--- config.mk ---
export PLATFORM = sky130hd
export DESIGN_NAME = comment_aware_line_counter
export DESIGN_NICKNAME = d
export VERILOG_FILES = /design/src/design/cal_pkg.sv /design/src/design/cal_scan.sv /design/src/design/comment_aware_line_counter.sv
export SDC_FILE = /design/constraint.sdc
export NUM_CORES = 1
export LEC_CHECK = 0
export BUFFER_PORTS_ARGS = -buffer_cell sky130_fd_sc_hd__buf_2
export CAP_MARGIN = 5
export CORE_UTILIZATION = 55
export CTS_CLUSTER_DIAMETER = 40
export DETAILED_ROUTE_END_ITERATION = 12
export PLACE_DENSITY_LB_ADDON = 0.12
export SYNTH_ARGS = -nofsm -noshare
export SYNTH_HDL_FRONTEND = slang
export SYNTH_SLANG_ARGS = --single-unit
--- constraint.sdc ---
create_clock -name clk -period 5.45 [get_ports clk]
set_clock_uncertainty 0.15 [all_clocks]
set_input_delay 1.09 -clock clk [delete_from_list [all_inputs] [get_ports clk]]
set_output_delay 1.09 -clock clk [all_outputs]
set_load 0.02 [all_outputs]
--- src/design/cal_pkg.sv ---
// Shared types, constants and helpers for the comment-aware line counter.
// No dependencies; imported by cal_scan and comment_aware_line_counter.
package cal_pkg;

    localparam int MARKER_MAX_BYTES_DEF = 4;
    localparam int COUNT_WIDTH_DEF      = 32;

    localparam int MARKER_WIDTH = 32;
    localparam int LEN_WIDTH    = 3;
    localparam int CHAR_WIDTH   = 16;
    localparam int TOTAL_WIDTH  = 32;
    localparam int CFG_WIDTH    = 32;
    localparam int INDEX_WIDTH  = 3;

    localparam logic [7:0] CH_NEWLINE = 8'h0A;
    localparam logic [7:0] CH_SPACE   = 8'h20;
    localparam logic [7:0] CH_TAB     = 8'h09;
    localparam logic [7:0] CH_CR      = 8'h0D;
    localparam logic [7:0] CH_VTAB    = 8'h0B;
    localparam logic [7:0] CH_FF      = 8'h0C;

    typedef enum logic [INDEX_WIDTH-1:0] {
        REG_OPEN_MARKER      = 3'd0,
        REG_OPEN_MARKER_LEN  = 3'd1,
        REG_CLOSE_MARKER     = 3'd2,
        REG_CLOSE_MARKER_LEN = 3'd3,
        REG_LINE_MARKER      = 3'd4,
        REG_LINE_MARKER_LEN  = 3'd5,
        REG_MIN_CHARS        = 3'd6
    } cfg_index_t;

    typedef struct packed {
        logic in_block;
        logic in_line;
        logic count_char;
        logic end_line;
    } scan_flags_t;

    function automatic logic is_blank(input logic [7:0] b);
        return b == CH_SPACE || b == CH_TAB || b == CH_CR || b == CH_VTAB || b == CH_FF;
    endfunction

    // bytes beyond the 32-bit marker read as zero
    function automatic logic [7:0] marker_byte(input logic [MARKER_WIDTH-1:0] m,
                                               input logic [3:0] pos);
        logic [MARKER_WIDTH-1:0] sh;
        sh = m >> {pos[1:0], 3'b000};
        return (pos < 4'd4) ? sh[7:0] : 8'h00;
    endfunction

endpackage

--- src/design/cal_scan.sv ---
// Marker matcher and comment tracker for one text byte.
// Depends on cal_pkg for marker helpers and the flag struct.
module cal_scan
    import cal_pkg::*;
#(
    parameter int MARKER_MAX_BYTES = MARKER_MAX_BYTES_DEF,
    parameter int POS_WIDTH        = $clog2(MARKER_MAX_BYTES + 1)
)
(
    input  logic [7:0]              data_byte,
    input  logic                    in_block,
    input  logic                    in_line,
    input  logic [POS_WIDTH-1:0]    open_pos,
    input  logic [POS_WIDTH-1:0]    close_pos,
    input  logic [POS_WIDTH-1:0]    line_pos,
    input  logic [MARKER_WIDTH-1:0] open_marker,
    input  logic [LEN_WIDTH-1:0]    open_len,
    input  logic [MARKER_WIDTH-1:0] close_marker,
    input  logic [LEN_WIDTH-1:0]    close_len,
    input  logic [MARKER_WIDTH-1:0] line_marker,
    input  logic [LEN_WIDTH-1:0]    line_len,
    output logic [POS_WIDTH-1:0]    open_pos_next,
    output logic [POS_WIDTH-1:0]    close_pos_next,
    output logic [POS_WIDTH-1:0]    line_pos_next,
    output scan_flags_t             flags
);

    localparam int EXT_WIDTH = POS_WIDTH + 1;
    localparam logic [EXT_WIDTH-1:0] LEN_CAP = EXT_WIDTH'(MARKER_MAX_BYTES);

    logic [EXT_WIDTH-1:0] olen;
    logic [EXT_WIDTH-1:0] clen;
    logic [EXT_WIDTH-1:0] llen;
    logic [EXT_WIDTH-1:0] open_inc;
    logic [EXT_WIDTH-1:0] close_inc;
    logic [EXT_WIDTH-1:0] line_inc;
    logic                 open_hit;
    logic                 close_hit;
    logic                 line_hit;
    logic                 is_nl;

    function automatic logic [EXT_WIDTH-1:0] cap_len(input logic [LEN_WIDTH-1:0] len);
        logic [EXT_WIDTH+LEN_WIDTH-1:0] wide;
        wide = (EXT_WIDTH+LEN_WIDTH)'(len);
        return (wide > (EXT_WIDTH+LEN_WIDTH)'(MARKER_MAX_BYTES)) ? LEN_CAP
                                                                 : EXT_WIDTH'(wide);
    endfunction

    assign olen = cap_len(open_len);
    assign clen = cap_len(close_len);
    assign llen = cap_len(line_len);

    assign open_inc  = EXT_WIDTH'(open_pos) + 1'b1;
    assign close_inc = EXT_WIDTH'(close_pos) + 1'b1;
    assign line_inc  = EXT_WIDTH'(line_pos) + 1'b1;

    assign open_hit  = (olen != '0) && data_byte == marker_byte(open_marker, 4'(open_pos));
    assign line_hit  = (llen != '0) && data_byte == marker_byte(line_marker, 4'(line_pos));
    assign close_hit = (olen != '0) && (clen != '0)
                       && data_byte == marker_byte(close_marker, 4'(close_pos));
    assign is_nl     = data_byte == CH_NEWLINE;

    always_comb
    begin
        open_pos_next    = open_pos;
        close_pos_next   = close_pos;
        line_pos_next    = line_pos;
        flags.in_block   = in_block;
        flags.in_line    = in_line;
        flags.count_char = 1'b0;
        flags.end_line   = 1'b0;
        if (in_line && !is_nl)
        begin
            // drop comment text
        end
        else if (data_byte[7] || is_blank(data_byte))
        begin
            open_pos_next  = '0;
            close_pos_next = '0;
            line_pos_next  = '0;
        end
        else if (in_line)
        begin
            open_pos_next  = '0;
            close_pos_next = '0;
            line_pos_next  = '0;
            flags.in_line  = 1'b0;
            flags.end_line = 1'b1;
        end
        else if (!in_block && open_hit)
        begin
            if (open_inc >= olen)
            begin
                flags.in_block = 1'b1;
                open_pos_next  = '0;
            end
            else
            begin
                open_pos_next = POS_WIDTH'(open_inc);
            end
        end
        else if (!in_block && line_hit)
        begin
            if (line_inc >= llen)
            begin
                flags.in_line = 1'b1;
                line_pos_next = '0;
            end
            else
            begin
                line_pos_next = POS_WIDTH'(line_inc);
            end
        end
        else if (in_block && close_hit)
        begin
            if (close_inc >= clen)
            begin
                flags.in_block = 1'b0;
                close_pos_next = '0;
            end
            else
            begin
                close_pos_next = POS_WIDTH'(close_inc);
            end
        end
        else
        begin
            flags.count_char = !in_block;
            open_pos_next    = '0;
            close_pos_next   = '0;
            line_pos_next    = '0;
            flags.end_line   = is_nl;
        end
    end

endmodule

--- src/design/comment_aware_line_counter.sv ---
// Comment-aware line counter: input beat register, one-pass byte scan, totals register.
// Totals register onto m_tvalid as the end-of-stream beat leaves the input beat register.
// Throughput: one beat per cycle, set by the single registered scan stage, while no totals are unread.
// Reset clears valid flags, scan state, counts, markers, lengths and min_chars; stream
// state also clears after each end-of-stream beat. Depends on cal_pkg and cal_scan.
module comment_aware_line_counter
    import cal_pkg::*;
#(
    parameter int MARKER_MAX_BYTES = MARKER_MAX_BYTES_DEF,
    parameter int COUNT_WIDTH      = COUNT_WIDTH_DEF
)
(
    input  logic                   clk,
    input  logic                   rst_n,
    input  logic                   cfg_we,
    input  logic [INDEX_WIDTH-1:0] cfg_index,
    input  logic [CFG_WIDTH-1:0]   cfg_data,
    input  logic                   s_tvalid,
    output logic                   s_tready,
    input  logic [7:0]             s_tdata,  // [7:0] data_byte
    input  logic                   s_tuser,  // [0] byte_present
    input  logic                   s_tlast,
    output logic                   m_tvalid,
    input  logic                   m_tready,
    output logic [63:0]            m_tdata   // [31:0] line_total, [63:32] code_line_total
);

    localparam int POS_WIDTH = $clog2(MARKER_MAX_BYTES + 1);

    logic [MARKER_WIDTH-1:0] open_marker_reg;
    logic [LEN_WIDTH-1:0]    open_len_reg;
    logic [MARKER_WIDTH-1:0] close_marker_reg;
    logic [LEN_WIDTH-1:0]    close_len_reg;
    logic [MARKER_WIDTH-1:0] line_marker_reg;
    logic [LEN_WIDTH-1:0]    line_len_reg;
    logic [CHAR_WIDTH-1:0]   min_chars_reg;

    logic                    in_valid_reg;
    logic [7:0]              in_byte_reg;
    logic                    in_present_reg;
    logic                    in_eos_reg;

    logic                    in_block_reg;
    logic                    in_line_reg;
    logic [POS_WIDTH-1:0]    open_pos_reg;
    logic [POS_WIDTH-1:0]    close_pos_reg;
    logic [POS_WIDTH-1:0]    line_pos_reg;
    logic [CHAR_WIDTH-1:0]   chars_reg;
    logic [COUNT_WIDTH-1:0]  lines_reg;
    logic [COUNT_WIDTH-1:0]  code_reg;
    logic                    last_nl_reg;
    logic                    any_reg;

    logic                    out_valid_reg;
    logic [63:0]             out_data_reg;

    logic [POS_WIDTH-1:0]    open_pos_next;
    logic [POS_WIDTH-1:0]    close_pos_next;
    logic [POS_WIDTH-1:0]    line_pos_next;
    scan_flags_t             flags;

    logic                    advance;
    logic                    take;
    logic [CHAR_WIDTH-1:0]   chars_next;
    logic                    any_next;
    logic                    last_nl_next;
    logic                    line_done;
    logic                    code_done;
    logic [COUNT_WIDTH-1:0]  lines_next;
    logic [COUNT_WIDTH-1:0]  code_next;
    logic [TOTAL_WIDTH-1:0]  line_total;
    logic [TOTAL_WIDTH-1:0]  code_total;

    function automatic logic [COUNT_WIDTH-1:0] sat_inc(input logic [COUNT_WIDTH-1:0] v);
        return (v == '1) ? v : v + 1'b1;
    endfunction

    function automatic logic [TOTAL_WIDTH-1:0] clip(input logic [COUNT_WIDTH-1:0] v);
        logic [63:0] wide;
        wide = 64'(v);
        return (wide > 64'(32'hFFFF_FFFF)) ? '1 : wide[TOTAL_WIDTH-1:0];
    endfunction

    cal_scan #(
        .MARKER_MAX_BYTES (MARKER_MAX_BYTES),
        .POS_WIDTH        (POS_WIDTH)
    ) u_scan (
        .data_byte      (in_byte_reg),
        .in_block       (in_block_reg),
        .in_line        (in_line_reg),
        .open_pos       (open_pos_reg),
        .close_pos      (close_pos_reg),
        .line_pos       (line_pos_reg),
        .open_marker    (open_marker_reg),
        .open_len       (open_len_reg),
        .close_marker   (close_marker_reg),
        .close_len      (close_len_reg),
        .line_marker    (line_marker_reg),
        .line_len       (line_len_reg),
        .open_pos_next  (open_pos_next),
        .close_pos_next (close_pos_next),
        .line_pos_next  (line_pos_next),
        .flags          (flags)
    );

    assign advance  = in_valid_reg && (!in_eos_reg || !out_valid_reg || m_tready);
    assign take     = advance && in_present_reg;
    assign s_tready = !in_valid_reg || advance;
    assign m_tvalid = out_valid_reg;
    assign m_tdata  = out_data_reg;

    always_comb
    begin
        chars_next = chars_reg;
        if (take && flags.count_char && chars_reg != '1)
        begin
            chars_next = chars_reg + 1'b1;
        end
        any_next     = any_reg || in_present_reg;
        last_nl_next = in_present_reg ? (in_byte_reg == CH_NEWLINE) : last_nl_reg;
        line_done    = (take && flags.end_line)
                       || (in_eos_reg && any_next && !last_nl_next);
        code_done    = line_done && (chars_next > min_chars_reg);
        lines_next   = line_done ? sat_inc(lines_reg) : lines_reg;
        code_next    = code_done ? sat_inc(code_reg) : code_reg;
        line_total   = clip(lines_next);
        code_total   = clip(code_next);
    end

    always_ff @(posedge clk or negedge rst_n)
    begin
        if (!rst_n)
        begin
            open_marker_reg  <= '0;
            open_len_reg     <= '0;
            close_marker_reg <= '0;
            close_len_reg    <= '0;
            line_marker_reg  <= '0;
            line_len_reg     <= '0;
            min_chars_reg    <= '0;
        end
        else if (cfg_we)
        begin
            case (cfg_index_t'(cfg_index))
                REG_OPEN_MARKER:      open_marker_reg  <= cfg_data;
                REG_OPEN_MARKER_LEN:  open_len_reg     <= cfg_data[LEN_WIDTH-1:0];
                REG_CLOSE_MARKER:     close_marker_reg <= cfg_data;
                REG_CLOSE_MARKER_LEN: close_len_reg    <= cfg_data[LEN_WIDTH-1:0];
                REG_LINE_MARKER:      line_marker_reg  <= cfg_data;
                REG_LINE_MARKER_LEN:  line_len_reg     <= cfg_data[LEN_WIDTH-1:0];
                REG_MIN_CHARS:        min_chars_reg    <= cfg_data[CHAR_WIDTH-1:0];
                default:              ;
            endcase
        end
    end

    always_ff @(posedge clk or negedge rst_n)
    begin
        if (!rst_n)
        begin
            in_valid_reg <= 1'b0;
        end
        else if (s_tready)
        begin
            in_valid_reg <= s_tvalid;
        end
    end

    always_ff @(posedge clk)
    begin
        if (s_tready && s_tvalid)
        begin
            in_byte_reg    <= s_tdata;
            in_present_reg <= s_tuser;
            in_eos_reg     <= s_tlast;
        end
    end

    always_ff @(posedge clk or negedge rst_n)
    begin
        if (!rst_n)
        begin
            in_block_reg  <= 1'b0;
            in_line_reg   <= 1'b0;
            open_pos_reg  <= '0;
            close_pos_reg <= '0;
            line_pos_reg  <= '0;
            chars_reg     <= '0;
            lines_reg     <= '0;
            code_reg      <= '0;
            last_nl_reg   <= 1'b0;
            any_reg       <= 1'b0;
        end
        else if (advance && in_eos_reg)
        begin
            in_block_reg  <= 1'b0;
            in_line_reg   <= 1'b0;
            open_pos_reg  <= '0;
            close_pos_reg <= '0;
            line_pos_reg  <= '0;
            chars_reg     <= '0;
            lines_reg     <= '0;
            code_reg      <= '0;
            last_nl_reg   <= 1'b0;
            any_reg       <= 1'b0;
        end
        else if (take)
        begin
            in_block_reg  <= flags.in_block;
            in_line_reg   <= flags.in_line;
            open_pos_reg  <= open_pos_next;
            close_pos_reg <= close_pos_next;
            line_pos_reg  <= line_pos_next;
            chars_reg     <= flags.end_line ? '0 : chars_next;
            lines_reg     <= lines_next;
            code_reg      <= code_next;
            last_nl_reg   <= last_nl_next;
            any_reg       <= 1'b1;
        end
    end

    always_ff @(posedge clk or negedge rst_n)
    begin
        if (!rst_n)
        begin
            out_valid_reg <= 1'b0;
        end
        else if (advance && in_eos_reg)
        begin
            out_valid_reg <= 1'b1;
        end
        else if (m_tready)
        begin
            out_valid_reg <= 1'b0;
        end
    end

    always_ff @(posedge clk)
    begin
        if (advance && in_eos_reg)
        begin
            out_data_reg <= {code_total, line_total};
        end
    end

endmodule
Word level (Yosys, flattened, before mapping)
Cells that the tools add are included.
- bits in registers: 290
- latch bits: 0
- bits in writable memories: 0
- memory bits (read-only): 0
- input port bits: 50
- output and inout bits: 66
- word-level logic and storage cells: 195
- memories kept: 0
- $add $sub $neg: 6
- multiply operators: 0
- div/mod/pow operators: 0
- magnitude comparators: 10
- eq/ne operators: 28
- shifts and indexed selects: 3
- muxes and demuxes: 71
- bitwise operators: 0
- reduce and logical (&&, ||, !) cells: 54
- operators with widths (operator ; count):
    32-bit 2-to-1 mux ; 8
    32-bit by 5-bit >> shifter with 8-bit output ; 3
    3-bit 2-to-1 mux ; 30
    32-bit by 1-bit adder with 32-bit output, second input constant ; 2
    32-bit == test, second input constant ; 2
    16-bit 2-to-1 mux ; 4
    8-bit by 4-bit == test with 1-bit output, second input constant ; 5
    8-bit == test ; 3
    8-bit 2-to-1 mux ; 3
    1-bit 2-to-1 mux ; 22
    1-bit logical AND ; 18
    16-bit by 1-bit adder with 16-bit output, second input constant ; 1
    16-bit greater-than comparator ; 1
    16-bit != test, second input constant ; 1
    5-bit by 3-bit != test with 1-bit output, second input constant ; 3
    2-bit AND reduction ; 7
    3-bit by 1-bit adder with 4-bit output, second input constant ; 3
    4-bit >= comparator ; 3
    4-bit AND reduction ; 3
    4-bit nonzero test ; 3
    1-bit logical OR ; 10
    3-bit == test, second input constant ; 3
    3-bit greater-than comparator, second input constant ; 3
    3-bit < comparator, second input constant ; 3
    16 further kinds ; 28

Depth between registers and ports, before layout
- depth in word-level cells: 20
- gate-level depth with buffers: 25
- depth with buffers taken out: 19

Hierarchy
Synthesis repeated with hierarchy kept, for this count alone.
- cell total of the unflattened synthesis: 1425
- area, all modules: 15648.8 µm²
- by module, submodules not included (module ; times used ; cells each ; area each (µm²) ; sequential area each (µm²)):
    comment_aware_line_counter ; 1 ; 1199 ; 13748.2 ; 7627.3
    cal_scan ; 1 ; 226 ; 1900.6 ; 0.0

Worst setup path after synthesis
Ideal clock, no wire load.
- path kind: register to register
- from: register open_pos_reg[0]
- to: register out_data_reg[53], in the netlist m_tdata[53] (data pin)
- library setup time: 0.261 ns
- arrival: 5.152 ns
- data required time: 5.039 ns
- setup slack: -0.112 ns
- cell stages (with the launch flop): 21
- path buffers: 4
- clock period less this slack: 5.562 ns
- cell sequence: dfrtp_1 > buf_4 > mux4_2 > xnor2_1 > a41oi_1 > a32oi_1 > and3_1 > buf_2 > nor4_4 > and4_1 > buf_4 > nand3_1 > xnor2_1 > ha_1 > nand4_1 > or3_1 > o221a_2 > or4_1 > clkbuf_1 > or3_1 > xnor2_1
- longest elaborated chain between the ends: 15
- elaborated cells on any way between the ends: 19
- classes of those cells: order compare: 2; eq/ne: 1; shift: 1; mux: 8; reduce/logical: 7
- RTL lines (element ; RTL line ; source):
    start, declared ; comment_aware_line_counter.sv:45 ; logic [POS_WIDTH-1:0] open_pos_reg;
    start signal, assigned ; comment_aware_line_counter.sv:211 ; open_pos_reg <= open_pos_next;
    32-bit by 5-bit >> shifter with 8-bit output / 3-bit < comparator (equally long branches) ; cal_pkg.sv:47, cal_pkg.sv:48 ;
    8-bit 2-to-1 mux (*) ; cal_pkg.sv:48 ; return (pos < 4'd4) ? sh[7:0] : 8'h00;
    8-bit == test (*) ; cal_scan.sv:57 ; assign open_hit = (olen != '0) && data_byte == marker_byte(open_marker, 4'(open_pos));
    1-bit logical AND (*) ; cal_scan.sv:57 ;
    1-bit logical AND (*) ; cal_scan.sv:90 ; else if (!in_block && open_hit)
    3-bit 2-to-1 mux (*) ; cal_scan.sv:90 ;
    1-bit 2-to-1 mux ; cal_scan.sv:82 ; else if (in_line)
    4-bit 2-to-1 mux (*) ; cal_scan.sv:76 ; else if (data_byte[7] || is_blank(data_byte))
    4-bit 2-to-1 mux (*) ; cal_scan.sv:72 ; if (in_line && !is_nl)
    1-bit logical AND (2 in series) ; comment_aware_line_counter.sv:115 ; if (take && flags.count_char && chars_reg != '1)
    16-bit 2-to-1 mux ; comment_aware_line_counter.sv:115 ;
    16-bit greater-than comparator ; comment_aware_line_counter.sv:123 ; code_done = line_done && (chars_next > min_chars_reg);
    1-bit logical AND (*) ; comment_aware_line_counter.sv:123 ;
    32-bit 2-to-1 mux (*) ; comment_aware_line_counter.sv:125 ; code_next = code_done ? sat_inc(code_reg) : code_reg;
    via code_next[21] ; comment_aware_line_counter.sv:70 ; logic [COUNT_WIDTH-1:0] code_next;
    end signal, assigned ; comment_aware_line_counter.sv:242 ; out_data_reg <= {code_total, line_total};
    end, declared ; comment_aware_line_counter.sv:55 ; logic [63:0] out_data_reg;
The timed path passes the listed nets; every way through them passes the cells marked *. The select of a mux whose other input is x is not followed.
A chain may end at the register's enable or synchronous reset.

Final worst setup path
- from: register line_pos_reg[0]
- to: register code_reg[11]
- longest elaborated chain between the ends: 18
- elaborated cells on any way between the ends: 22
- classes of those cells: order compare: 2; eq/ne: 1; shift: 1; mux: 11; reduce/logical: 7
- RTL lines (element ; RTL line ; source):
    start, declared ; comment_aware_line_counter.sv:47 ; logic [POS_WIDTH-1:0] line_pos_reg;
    start signal, assigned ; comment_aware_line_counter.sv:213 ; line_pos_reg <= line_pos_next;
    32-bit by 5-bit >> shifter with 8-bit output / 3-bit < comparator (equally long branches) ; cal_pkg.sv:47, cal_pkg.sv:48 ;
    8-bit 2-to-1 mux (*) ; cal_pkg.sv:48 ;
    8-bit == test (*) ; cal_scan.sv:58 ; assign line_hit = (llen != '0) && data_byte == marker_byte(line_marker, 4'(line_pos));
    1-bit logical AND (*) ; cal_scan.sv:58 ;
    1-bit logical AND (*) ; cal_scan.sv:102 ; else if (!in_block && line_hit)
    2-bit 2-to-1 mux (*) ; cal_scan.sv:102 ;
    3-bit 2-to-1 mux (*) ; cal_scan.sv:90 ;
    1-bit 2-to-1 mux ; cal_scan.sv:82 ;
    4-bit 2-to-1 mux (*) ; cal_scan.sv:76 ;
    4-bit 2-to-1 mux (*) ; cal_scan.sv:72 ;
    1-bit logical AND (2 in series) ; comment_aware_line_counter.sv:115 ;
    16-bit 2-to-1 mux ; comment_aware_line_counter.sv:115 ;
    16-bit greater-than comparator ; comment_aware_line_counter.sv:123 ;
    1-bit logical AND (*) ; comment_aware_line_counter.sv:123 ;
    32-bit 2-to-1 mux (*) ; comment_aware_line_counter.sv:125 ;
    32-bit 2-to-1 mux (*) ; comment_aware_line_counter.sv:207 ; else if (take)
    32-bit 2-to-1 mux (*) ; comment_aware_line_counter.sv:194 ; else if (advance && in_eos_reg)
    end signal, assigned ; comment_aware_line_counter.sv:216 ; code_reg <= code_next;
    end, declared ; comment_aware_line_counter.sv:50 ; logic [COUNT_WIDTH-1:0] code_reg;
Every way passes the cells marked *; elsewhere a longest branch is shown, timed or not. The select of a mux whose other input is x is not followed.

==> results.md <==
* Crit path cell chain: buf_12 > buf_4 > mux4_2 > xnor2_1 > nand4b_1 > a311o_1 > nor2_4 > nor4_4 > buf_4 > and3_4 > buf_4 > xnor2_1 > ha_1 > nand4_1 > or3_1 > o221a_4 > or4_4 > or2_4 > or3_1 > a21oi_2
* Wire per inst at 18.4 µm
* CP Class: flip-flop to flip-flop
* Initial antenna violation count at 0
* Worst-skew pair later-pin latency at between 500 and 600 ps
* Die X at ~170 µm
* Syn. warnings at 0
* Placed Instances at about 1.8k
* CTS buffer count at 42
* Post-Syn Area at ~15000 µm²
* WL final at around 36000 µm
* Clock Path Buffers at 3
* Slew HR at 0.270
* Slowest CP cell: mux4_2
* Core Region at ~27000 µm²
* Syn-to-layout area delta at 18.9%
* Buf/Inv on CP at 4
* Dpl cell area at about 16000 µm²
* Fin worst setup slack at roughly 130 ps
* Boundary pin count at 116
* CP required at roughly 5800 ps
* Cells after Synth at between 1k and 1.5k
* Hold Buf Count CTS at 0
* Max cap viols at 0
* Post-Syn Nets at about 1.5k
* Antenna Nets Post-Route at 0
* GP Congestion at approximately 0.9
* Worst Path Arrival at between 5000 and 6000 ps
* CTS tree: done
* Pre-CTS WS at -125 ps
* Initial core utilization at 0.564
* Clock sink count at 290
* Max reg flops at 64
* Worst setup EP type: flip-flop
* Tmin final at 5320 ps
* Worst VDD drop at 0.252 mV
* Finished Layout Cells at 1940
* Worst slew pin tran at ~1100 ps
* Number of synthesized flops with an enable pin at between 70 and 80
* Vias/cell at 5.77
* Unique masters post-synth at between 70 and 80
* Share of post-route cells with drive strength above 1 at 0.283
* Hold slack at 350 ps
* HPWL Detailed at between 20000 and 25000 µm
* Nets at about 1.6k
* Vias at ~11k
* TNS Setup at 0 ps
* Async SR Flop Fraction at 0.745
* Outcome: finished clean
* Sequential share of the synthesized area at 0.499
* Filler cell count at 2086
* Endpoints failing setup at 0
* H-tree levels at 2
* Die ar. at ~28000 µm²
* Top_reg_cell synth: dfrtp_1
* Pins Over Slew Limit at 0
* #FFs+latches synth at 290
* First-pass GRT wire length at slightly below 60000 µm
* CP Launch Type: flip-flop
* DIE HEIGHT at between 150 and 200 µm
* Cell family with most CP delay: simple AND/OR/NAND/NOR gates
* Row count at 60
* Hold WC Path Type: flip-flop to flip-flop
* Vias in the first global route at 11.0k
* Synthesized area per cell at between 10 and 15 µm²
* Period Utilization, post-route at 0.977
* Power Total at just over 6 mW
* Storage cell area at around 7600 µm²
* Most frequent CP cell: buf_4
* Largest net degree at the start of global routing at roughly 110
* DRC viols at 0
* Post-Route Utilization at 0.671
* Initial DRC count at 670
* F_max at 0.188 GHz
* Final hold vios at 0
* Design area at ~18000 µm²
* Pwr Density at 339 nW/µm²
* Max stage delay on crit path at about 550 ps
* Crit-path max FO at 9
* Worst-path clk slew at 60 ps
* Multi-input gate area at between 7000 and 8000 µm²
* Clock Tree Root: clkbuf_16
* Grt total ovfl at 0
* Pleak at between 7 and 8 nW
* N_diodes at 0
* First-pass DRT Iterations at 5
* Total GRT Usage at 0.257
* IO Port Bufs at ~120
-- cell usage after synthesis (all sizes together) (39+ instances only) --
| library cell | n | share of area |
|---|---|---|
| o21ai | 39 | 0.013 |
| a21oi | 43 | 0.014 |
| inv | 41 | 0.010 |
| dfrtp | 216 | 0.35 |
| xnor2 | 81 | 0.046 |
| nor3 | 58 | 0.021 |
| edfxtp | 74 | 0.15 |
| nor2 | 111 | 0.027 |
| xor2 | 39 | 0.022 |
| mux2 | 120 | 0.088 |
| clkbuf | 48 | 0.012 |
| nand3 | 52 | 0.017 |
| nand2 | 109 | 0.027 |
-- cell usage in the layout (no fill, tap or decap), types with 6 or more instances in the layout --
cell	synthesis	layout
nand4_1	27	27
nor2b_1	8	8
clkinv_1	1	6
and3_1	14	12
o22a_1	11	11
ha_1	31	31
nor3_2	5	7
buf_4	5	64
nor3_1	53	51
dfrtp_1	216	215
o31ai_1	11	10
nand2b_1	20	20
buf_2	17	114
clkbuf_16	0	46
nor3b_1	10	9
or3_1	24	24
nand2_1	109	109
a21o_1	13	13
and2_1	8	8
mux2_2	120	120
xor2_1	39	39
inv_1	41	40
inv_6	0	8
a41o_1	7	7
nor2_1	110	109
a31oi_1	11	11
edfxtp_1	74	74
o21ai_0	36	34
and4_1	7	6
nor4_1	12	11
nand3_1	52	52
mux4_2	22	23
xnor2_1	81	81
a21oi_1	42	39
-- area by class of cell --
| type | count | area share |
|---|---|---|
| Sequential cell | 290 | 0.420 |
| Multi-Input combinational cell | 973 | 0.400 |
| Timing Repair Buffer | 186 | 0.0653 |
| Clock buffer | 48 | 0.0631 |
| Tap cell | 372 | 0.0256 |
| Clock inverter | 29 | 0.0180 |
| Inverter | 42 | 0.00881 |
-- where the power goes --
group / internal [mW] / switching [mW]
sequential: 2.47 / 0.141
combinational: 0.359 / 0.401
clock: 1.77 / 1.03
total: 4.60 / 1.57
-- logic make-up after synthesis --
kind of cell | after synthesis | share of synthesized area
AND/OR/NAND/NOR | 502 | 0.171
flip-flops | 290 | 0.499
adder cells (fa/ha/maj) | 31 | 0.0254
buffers and inverters | 119 | 0.0329
AO/OA/AOI/OAI | 170 | 0.0752
multiplexers | 150 | 0.128
XOR/XNOR | 120 | 0.0687
-- per-layer routing --
metal | up-vias | track usage | share of wire
met3 | 84 | 0.0428 | 0.047
met4 | 0 | 0.113 | 0.038
met2 | 287 | 0.412 | 0.47
li1 | 5318 | - | -
met1 | 5512 | 0.345 | 0.45
met5 | - | 0 | 0
-- repair_timing --
| item | in CTS | in global routing |
|---|---|---|
| endpoints found under the hold margin | 0 | 0 |
| gates cloned | 0 | 1 |
| pin swaps | 4 | 15 |
| setup endpoints to repair | 8 | 38 |
| buffers inserted | 4 | 13 |
| resized for setup | 2 | 23 |
-- path summary, 6_finish.rpt --
kind | to | slack (ps) | cells after the start | from
worst min register to register | line_marker_reg[9] | 350 | 1 | line_marker_reg[9]
worst min-delay path | line_marker_reg[9] | 350 | 1 | line_marker_reg[9]
max in group asynchronous | lines_reg[4] | 3700 | 2 | rst_n
worst max register to register | code_reg[11] | 130 | 20 | line_pos_reg[0]
min in group asynchronous | close_marker_reg[27] | 380 | 1 | rst_n
worst max-delay path | code_reg[11] | 130 | 20 | line_pos_reg[0]
No activity file was read; power rests on OpenSTA's default activity.
